**config.mk**
```make
export PLATFORM = sky130hd
export DESIGN_NAME = atm_channel
export DESIGN_NICKNAME = d
export VERILOG_FILES = /design/src/sv/atm_pkg.sv /design/src/sv/atm_channel.sv
export SDC_FILE = /design/constraint.sdc
export NUM_CORES = 1
export LEC_CHECK = 0
export BUFFER_PORTS_ARGS = -buffer_cell sky130_fd_sc_hd__buf_4
export CAP_MARGIN = 10
export CORE_UTILIZATION = 50
export CTS_CLUSTER_DIAMETER = 60
export DETAILED_ROUTE_END_ITERATION = 10
export GPL_ROUTABILITY_DRIVEN = 0
export MAX_ROUTING_LAYER = met4
export PLACE_DENSITY_LB_ADDON = 0.08
export SETUP_SLACK_MARGIN = 0.15
export SLEW_MARGIN = 20
export SYNTH_ARGS = -nofsm -noshare
export SYNTH_HDL_FRONTEND = slang
export SYNTH_SLANG_ARGS = --single-unit
export TNS_END_PERCENT = 50
```
**constraint.sdc**
```tcl
create_clock -name clk -period 13.2 [get_ports clk]
set_input_delay 2.64 -clock clk [delete_from_list [all_inputs] [get_ports clk]]
set_output_delay 2.64 -clock clk [all_outputs]
set_load 0.01 [all_outputs]
```
**src/sv/atm_pkg.sv**
```systemverilog
// package for the 3x3 alpha-trimmed mean filter
`timescale 1ns / 1ps
package atm_pkg;
  localparam int unsigned CH_W = 8;
  localparam int unsigned PIX_W = 32;
  localparam int unsigned COORD_W = 10;
  localparam int unsigned TRIM_W = 4;
  localparam int unsigned IMG_W_W = 11;
  localparam int unsigned IN_TDATA_W = 32;
  localparam int unsigned OUT_TDATA_W = 56;

  typedef enum logic {
    CFG_TRIM_COUNT  = 1'b0,
    CFG_IMAGE_WIDTH = 1'b1
  } cfg_idx_t;

  typedef logic [CH_W-1:0] chan_t;
  typedef chan_t [8:0] win_t;

  // reciprocal of the kept count: (sum * RECIP + 2^15) >> 16 style is avoided,
  // a table of quotients multiplies by 2^16/n rounded up
  function automatic logic [16:0] recip(input logic [2:0] half);
    logic [16:0] r;
    unique case (half)
      3'd0: r = 17'd7282;   // ceil(65536/9)
      3'd1: r = 17'd9363;   // ceil(65536/7)
      3'd2: r = 17'd13108;  // ceil(65536/5)
      3'd3: r = 17'd21846;  // ceil(65536/3)
      3'd4: r = 17'd65536;
      default: r = 17'd65536;
    endcase
    return r;
  endfunction
endpackage

```
**src/sv/atm_channel.sv**
```systemverilog
// one channel: rank by comparison counting, trimmed sum and division, three register stages
`timescale 1ns / 1ps
module atm_channel (
  input  logic             clk,
  input  logic             en,
  input  atm_pkg::win_t    win,
  input  logic [2:0]       half,
  output atm_pkg::chan_t   mean
);
  import atm_pkg::*;

  // rank of each value: count of others that sort before it (stable order)
  logic [3:0]  rank [9];
  logic [8:0][3:0] rank_r;
  win_t        win_r;
  logic [2:0]  half_r, half2_r;
  logic [11:0] sum_nxt, sum_r;
  logic [28:0] prod;

  always_comb begin
    for (int i = 0; i < 9; i++) begin
      rank[i] = '0;
      for (int j = 0; j < 9; j++) begin
        if (j != i && ((win[j] < win[i]) || (win[j] == win[i] && j < i)))
          rank[i] = rank[i] + 4'd1;
      end
    end
  end

  always_comb begin
    sum_nxt = '0;
    for (int i = 0; i < 9; i++) begin
      if ({1'b0, rank_r[i]} >= {2'b0, half_r} && {1'b0, rank_r[i]} < 5'd9 - {2'b0, half_r})
        sum_nxt = sum_nxt + {4'b0, win_r[i]};
    end
  end

  assign prod = sum_r * recip(half2_r);

  always_ff @(posedge clk) begin
    if (en) begin
      for (int i = 0; i < 9; i++) rank_r[i] <= rank[i];
      win_r   <= win;
      half_r  <= half;
      sum_r   <= sum_nxt;
      half2_r <= half_r;
      mean    <= prod[23:16];
    end
  end
endmodule

```
# --- After elaboration in Yosys (flattened, before gate mapping) ---
# Cells that the tools add are included.
totals:
  reg_bits: 134
  input_bits: 77
  elab_cells: 352
classes:
  add_sub_neg: 72
  mul: 1
  magnitude_cmp: 90
  n_eq_ne: 39
  muxes: 82
  reduce_logical: 46
ops:
  columns: ["operator", "n"]
  rows:
  - ["$lt A8 B8 Y1", 72]
  - ["$eq A8 B8 Y1", 36]
  - ["$mux W4", 63]
  - ["$add A4 B1 Y4 const B", 54]
  - ["$mux W12", 8]
  - ["$add A12 B8 Y12", 7]
  - ["$pmux W17 S4", 1]
  - ["$lt A4 B5 Y1", 9]
  - ["$ge A4 B3 Y1", 9]
  - ["$logic_or A1 B1 Y1", 36]
  - ["$mul A12 B17 Y24", 1]
  - ["$add A1 B1 Y2 const B", 9]
  - ["$add A8 B8 Y9", 1]
  - ["$logic_and A1 B1 Y1", 9]
  - ["$mux W1", 9]
  - ["$mux W8", 1]
  - ["$eq A3 B2 Y1 const B", 2]
  - ["$sub A4 B3 Y5 const A", 1]
  - ["$eq A3 B1 Y1 const B", 1]
  - ["$logic_not A3 Y1", 1]

# --- Depth between registers and ports, before layout ---
# Gate-level depths: netlist of the first run.
depth:
  word_depth: 20
  depth_mapped: 57

# --- Least setup slack after synthesis of the first run ---
# No wires, ideal clock.
synth_timing:
  path_type: "register to register"
  startpoint: "register half_r[0]"
  endpoint: "register sum_r[10], data pin"
  setup_ps: 262
  t_arrival_ps: 9667
  required_time_ps: 12938
  setup_slack_ps: 3271
  path_stages_with_launch: 53
  n_path_buf: 0
  period_less_slack_ps: 9929
  cell_sequence: "edfxtp_1 -> inv_1 -> ha_1 -> a21boi_0 -> o21ai_0 -> a21oi_1 -> nand3_1 -> fa_1 -> nand4b_1 -> o41ai_1 -> fa_1 -> a21o_1 -> a21oi_1 -> xnor2_1 -> nor2_1 -> a31oi_1 -> ha_1 -> o21a_1 -> (+17 left out) -> o21a_1 -> o31ai_1 -> nor3b_1 -> a21oi_1 -> o21ai_0 -> ha_1 -> nor4_1 -> or3_1 -> xnor2_1 -> nor2_1 -> a31oi_1 -> ha_1 -> o21ai_0 -> a21oi_1 -> or4b_1 -> a21oi_1 -> a211oi_1 -> xnor2_1"
synth_via:
  elab_chain_cells: 20
  elab_cells_between_ends: 45
  classes_between: "add/sub: 9; order compare: 18; mux: 9; reduce/logical: 9"
synth_rtl:
  columns: ["item", "line", "text"]
  rows:
  - ["start: declaration", "atm_channel.sv:16", "logic [2:0] half_r, half2_r;"]
  - ["start signal: assignment", "atm_channel.sv:44", "half_r <= half;"]
  - ["$sub A4 B3 Y5", "atm_channel.sv:33", "if ({1'b0, rank_r[i]} >= {2'b0, half_r} && {1'b0, rank_r[i]} < 5'd9 - {2'b0, half_r})"]
  - ["$lt A4 B5 Y1", "atm_channel.sv:33", null]
  - ["$logic_and A1 B1 Y1", "atm_channel.sv:33", null]
  - ["$mux W8", "atm_channel.sv:33", null]
  - ["$add A8 B8 Y9", "atm_channel.sv:34", "sum_nxt = sum_nxt + {4'b0, win_r[i]};"]
  - ["$mux W12", "atm_channel.sv:33", null]
  - ["$add A12 B8 Y12", "atm_channel.sv:34", null]
  - ["$mux W12", "atm_channel.sv:33", null]
  - ["(+5 left out)", null, null]
  - ["$mux W12", "atm_channel.sv:33", null]
  - ["$add A12 B8 Y12", "atm_channel.sv:34", null]
  - ["$mux W12", "atm_channel.sv:33", null]
  - ["$add A12 B8 Y12", "atm_channel.sv:34", null]
  - ["$mux W12", "atm_channel.sv:33", null]
  - ["$add A12 B8 Y12", "atm_channel.sv:34", null]
  - ["$mux W12 (*)", "atm_channel.sv:33", null]
  - ["net sum_nxt[10]", "atm_channel.sv:17", "logic [11:0] sum_nxt, sum_r;"]
  - ["end signal: assignment", "atm_channel.sv:45", "sum_r <= sum_nxt;"]
  - ["end: declaration", "atm_channel.sv:17", null]
# The timed path passes the listed nets; every way through them passes the cells marked *.
# A chain may end at the register's enable or synchronous reset.

# --- Worst setup path in the final report of the first run ---
# Same ends and word-level chain as after synthesis.

==> results of run 1 <==
[critical path: cells and delay by family, from the launching register on]
family                     cells  cell delay, ps
and+or+nand+nor               12            2170
DFF                            1             550
buffers and inverters          2             420
adders and majority gates      9            3110
AOI/OAI and AO/OA             25            4210
xor gates and xnor gates       4             580
[flip-flops by register name (all words and copies together), names as in the netlist]
| register | cells |
|---|---|
| half2_r | 3 |
| half_r | 3 |
| mean | 8 |
| rank_r | 36 |
| sum_r | 12 |
| win_r | 72 |
[cell families after synthesis]
kind of cell               Yosys count  share of synthesized area
and+or+nand+nor                    639                     0.1330
DFF                                134                     0.1671
muxes                               75                    0.03507
AOI/OAI and AO/OA                  539                     0.1501
xor gates and xnor gates           187                    0.07793
buffers and inverters              371                    0.05809
adders and majority gates          652                     0.3788
[placed cells by master, fill, tap and decap left out, drive strengths merged, types with 9 or more instances in the layout]
| cell | n |
|---|---|
| ha | 521 |
| a211oi | 23 |
| a21boi | 15 |
| mux2 | 57 |
| or2 | 10 |
| nand3 | 53 |
| nor2b | 64 |
| nand2 | 138 |
| o21a | 74 |
| buf | 98 |
| a31oi | 14 |
| nand2b | 46 |
| o21bai | 12 |
| mux2i | 18 |
| xnor3 | 11 |
| o31a | 9 |
| xnor2 | 120 |
| and3 | 28 |
| fa | 129 |
| xor2 | 52 |
| nand4 | 53 |
| a21oi | 125 |
| nor3 | 31 |
| edfxtp | 134 |
| and2 | 9 |
| o21ai | 100 |
| a21o | 83 |
| clkbuf | 19 |
| inv | 336 |
| nor2 | 167 |
[worst max-delay path by stage]
stage                        startpoint             endpoint  slack [ps]  cells after the start
finish              half_r[0]$_DFFE_PP_  sum_r[10]$_DFFE_PP_        1860                     52
global route        half_r[0]$_DFFE_PP_  sum_r[10]$_DFFE_PP_         970                     52
CTS                 half_r[0]$_DFFE_PP_  sum_r[10]$_DFFE_PP_        1890                     52
detailed placement  half_r[0]$_DFFE_PP_  sum_r[10]$_DFFE_PP_        1900                     52
global placement    half_r[0]$_DFFE_PP_  sum_r[10]$_DFFE_PP_        2210                     52
floorplan           half_r[0]$_DFFE_PP_  sum_r[10]$_DFFE_PP_        3270                     52
[layer usage]
| layer | vias up | wire length, um |
|---|---|---|
| li1 | 9389 | - |
| met2 | 614 | 33690 |
| met3 | 162 | 4048 |
| met4 | 0 | 3368 |
| met1 | 9313 | 30880 |
| met5 | - | 0 |
[layout make-up]
| type | instances | area, sq um |
|---|---|---|
| Inverter | 335 | 1257 |
| Clock buffer | 18 | 429.2 |
| Sequential cell | 134 | 4024 |
| Timing Repair Buffer | 99 | 744.5 |
| Fill cell | 4386 | 21630 |
| Multi-Input combinational cell | 2092 | 18660 |
| Tap cell | 615 | 769.5 |
| Clock inverter | 12 | 131.4 |
[through the flow]
step                      setup slack, ps  instance area (sq um)    util  hold WS [ps]
final                                1859                  26020  0.5461         450.4
after global routing                968.3                  26020  0.5461         457.3
after CTS                            1888                  26020  0.5460         446.4
after detailed placement             1902                  25450  0.5342         436.8
after global placement               2212                  25450  0.5342         435.8
after floorplan                      3271                  24080       -         426.4
==> reports/metrics.cfg, run 1 <==
[cts]
cts_buffers = 17
root_buffer = clkbuf_16
clkLatencyLatePin_ps = 440
cts.sinks = 134
post-cts-setup-buffer-count = 0
clk_pin_slew_worst_paths_ps = 60
cts_max_path_buffers = 2
cts_hold_buf = 0
htree_levels = 4
post_cts_resize_count = 0
cts_tree = yes

[grt]
grt_pass1_wl_um = 111200
grt_use_met1 = 0.3760
grt.total_usage = 0.3061
grt_max_degree = 74
antenna_found_initial = 0
overflow = 0
grt_pass1_vias = 19690
grt_use_met3 = 0.03652
grtUsageMet2 = 0.5049
top_usage_layer = met2

[worst_hold_path]
hold_path_depth = 0
min-delay-start = half_r[1]$_DFFE_PP_
hp-class = flop to flop
whs_endpoint = half2_r[1]$_DFFE_PP_

[die]
io-pin-count = 85
fp.dieArea_sq_um = 49040
initial_core_util = 0.5054
rows = 80
die_y_um = 221.5
die_x_um = 221.5
core_area_sq_um = 47650

[placement]
dp_cells = 3274
port_buffers = 84
dpl.hpwl_um = 57930

[synth]
syn_inst = 2597
netlist_area_sq_um = 24080
synth_warnings = 0
syn-mean-instance-area_sq_um = 9.273
seq_area_frac_synth = 0.1671
synthTopCellsByCount = 521 x ha_1, 334 x inv_1, 167 x nor2_1
synth_top_area_cell = ha_1
synth-async-reset-ratio = 0
yosys-top-cells-area = ha_1 27%, edfxtp_1 17%, fa_1 11%, inv_1 5.2%, xnor2_1 4.3%
yosysUniqueCellTypes = 82
synth_nets = 3324
ys_ff_latch = 134
netlist.area_leader.share = 0.2707
synth.most_common_cell = ha_1
synth_edf_count = 134
ys.flop_type = edfxtp_1

[sta]
fin_crit_sh = 0.8592
tns_ps = 0
tightest_slew_ps = 1046
rsz0062_at_grt = false
post-route-min-period_ps = 11340
max_freq_mhz = 88.17
fin_skew_ps = 8.915
maxSlewHeadroom = 0.2971
slew_violations = 0
setup_viol = 0
hold_viol = 0

[setup_path]
r2r_end = sum_r[10]$_DFFE_PP_
reg2regPathDepth = 52
rrSetupSlack_ps = 1860
endpoint_kind = flop
crit_type = flop to flop
crit_path_frequent_cell = a21oi_1
arrival_ps = 11520
path_max_fanout = 11
critical_path_required_ps = 13380
startpoint_type = flop
critPathMaxStageDelay_ps = 550
critPathSlowestCell = edfxtp_1
reg2reg_from = half_r[0]$_DFFE_PP_

[run]
maxCapViolCount = 0

[route]
wl_um = 71990
via_count = 19480
wl_per_cell_um = 21.78
ant_nets = 0
drt_iter0_drc = 1185
viasPerCell = 5.893
drcViolationCount = 0
dr.pass1.iters = 5

[final_layout]
drive_above_1_share = 0.07918
final_nets = 3406
n_antenna_cell = 0
syn_to_final_growth_pct = 8.048
fin_cells = 3305

[run_status]
status = finished clean

Power of run 1 is not shown: default switching activity piles up to over one toggle a cycle in this logic, so the estimate is an artifact.
==> run 2, diff against run 1 <==
--- a/config.mk
+++ b/config.mk
@@ -7,6 +7,7 @@
 export LEC_CHECK = 0
 export BUFFER_PORTS_ARGS = -buffer_cell sky130_fd_sc_hd__buf_4
 export CAP_MARGIN = 10
+export CORE_ASPECT_RATIO = 1.1
 export CORE_UTILIZATION = 50
 export CTS_CLUSTER_DIAMETER = 60
 export DETAILED_ROUTE_END_ITERATION = 10
==> reports/metrics.cfg, run 2 (synthesized netlist as in run 1, its figures left out) <==
[die]
io-pin-count = 85
die_x_um = 211.3
die_y_um = 232.2
rows = 83
core_area_sq_um = 47150
initial_core_util = 0.5108
fp.dieArea_sq_um = 49050

[cts]
clkLatencyLatePin_ps = 450
cts.sinks = 134
htree_levels = 4
clk_pin_slew_worst_paths_ps = 70
cts_tree = yes
root_buffer = clkbuf_16
post_cts_resize_count = 0
post-cts-setup-buffer-count = 0
cts_max_path_buffers = 2
cts_buffers = 17
cts_hold_buf = 0

[sta]
maxSlewHeadroom = 0.2989
hold_viol = 0
setup_viol = 0
max_freq_mhz = 86.04
rsz0062_at_grt = false
slew_violations = 0
tightest_slew_ps = 1052
fin_skew_ps = 14.55
fin_crit_sh = 0.8805
post-route-min-period_ps = 11620
tns_ps = 0
holdWs_ps = 463.4

[setup_path]
endpoint_kind = flop
crit_path_frequent_cell = a21oi_1
critical_path_required_ps = 13390
startpoint_type = flop
critPathSlowestCell = edfxtp_1
crit_type = flop to flop
path_max_fanout = 11
arrival_ps = 11810
critPathMaxStageDelay_ps = 590

[final_layout]
largest_reg_flops = 72
regMostFlops = win_r
fin_cells = 3323
multi_input_area_sq_um = 18670
drive_above_1_share = 0.07747
layout_common_cells = 521 x ha_1, 334 x inv_1, 167 x nor2_1
largestRegisters = win_r x72, rank_r x36, sum_r x12
seqCellArea_sq_um = 4024
fillers = 4337
final_util = 0.5525
final_nets = 3399
syn_to_final_growth_pct = 8.162
final_common_cell = ha_1

[grt]
grt_pass1_vias = 19970
overflow = 0
grt_use_met3 = 0.03570
grt_use_met1 = 0.3616
antenna_found_initial = 1
top_usage_layer = met2
grt.total_usage = 0.3100
grt_pass1_wl_um = 110900
grt_max_degree = 74
grtUsageMet2 = 0.5211

[route]
wl_um = 72030
via_count = 19520
ant_nets = 0
viasPerCell = 5.875
dr.pass1.iters = 7
wl_per_cell_um = 21.67
drcViolationCount = 0
drt_iter0_drc = 1281

[worst_hold_path]
hp-class = flop to flop

[run]
maxCapViolCount = 0

[placement]
dpl.hpwl_um = 57880
port_buffers = 84
dp_cells = 3290

[run_status]
status = finished clean

==> run 2: area by class of cell <==
| class | count | share of cell area |
|---|---|---|
| inverter | 335 | 0.04828 |
| multi-input combinational | 2092 | 0.7167 |
| sequential | 134 | 0.1545 |
| antenna | 1 | 0.00009607 |
| timing repair buffer | 92 | 0.02666 |
| clock buffer | 17 | 0.01633 |
| clock inverter | 15 | 0.006869 |
| tap | 637 | 0.03060 |
==> run 2: path summary, 6_finish.rpt <==
kind	start	end	slack, ps	cells past startpoint
min	half_r[2]$_DFFE_PP_	half2_r[2]$_DFFE_PP_	460	0
min reg2reg	half_r[2]$_DFFE_PP_	half2_r[2]$_DFFE_PP_	460	0
max reg2reg	half_r[0]$_DFFE_PP_	sum_r[10]$_DFFE_PP_	1580	52
max	half_r[0]$_DFFE_PP_	sum_r[10]$_DFFE_PP_	1580	52
==> run 2: worst max-delay path, delay by kind of cell (launching register included) <==
kind	cells	cell delay (ps)
and+or+nand+nor	12	2210
buffers and inverters	2	390
xor gates and xnor gates	4	590
DFF	1	590
AOI/OAI and AO/OA	25	4420
adders and majority gates	9	3160
==> run 2: metrics by stage <==
step	instance area, sq um	setup WS (ps)
floorplan	24080	3271
global placement	25440	2140
detailed placement	25440	1659
CTS	26050	1603
global route	26050	596.8
finish	26050	1578
==> run 2: routing by layer <==
metal,vias to the layer above,part of all wire
met2,561,0.48
met1,9416,0.42
met3,186,0.049
met4,0,0.056
li1,9359,-
met5,-,0
Power of run 2 is left out for the same reason.
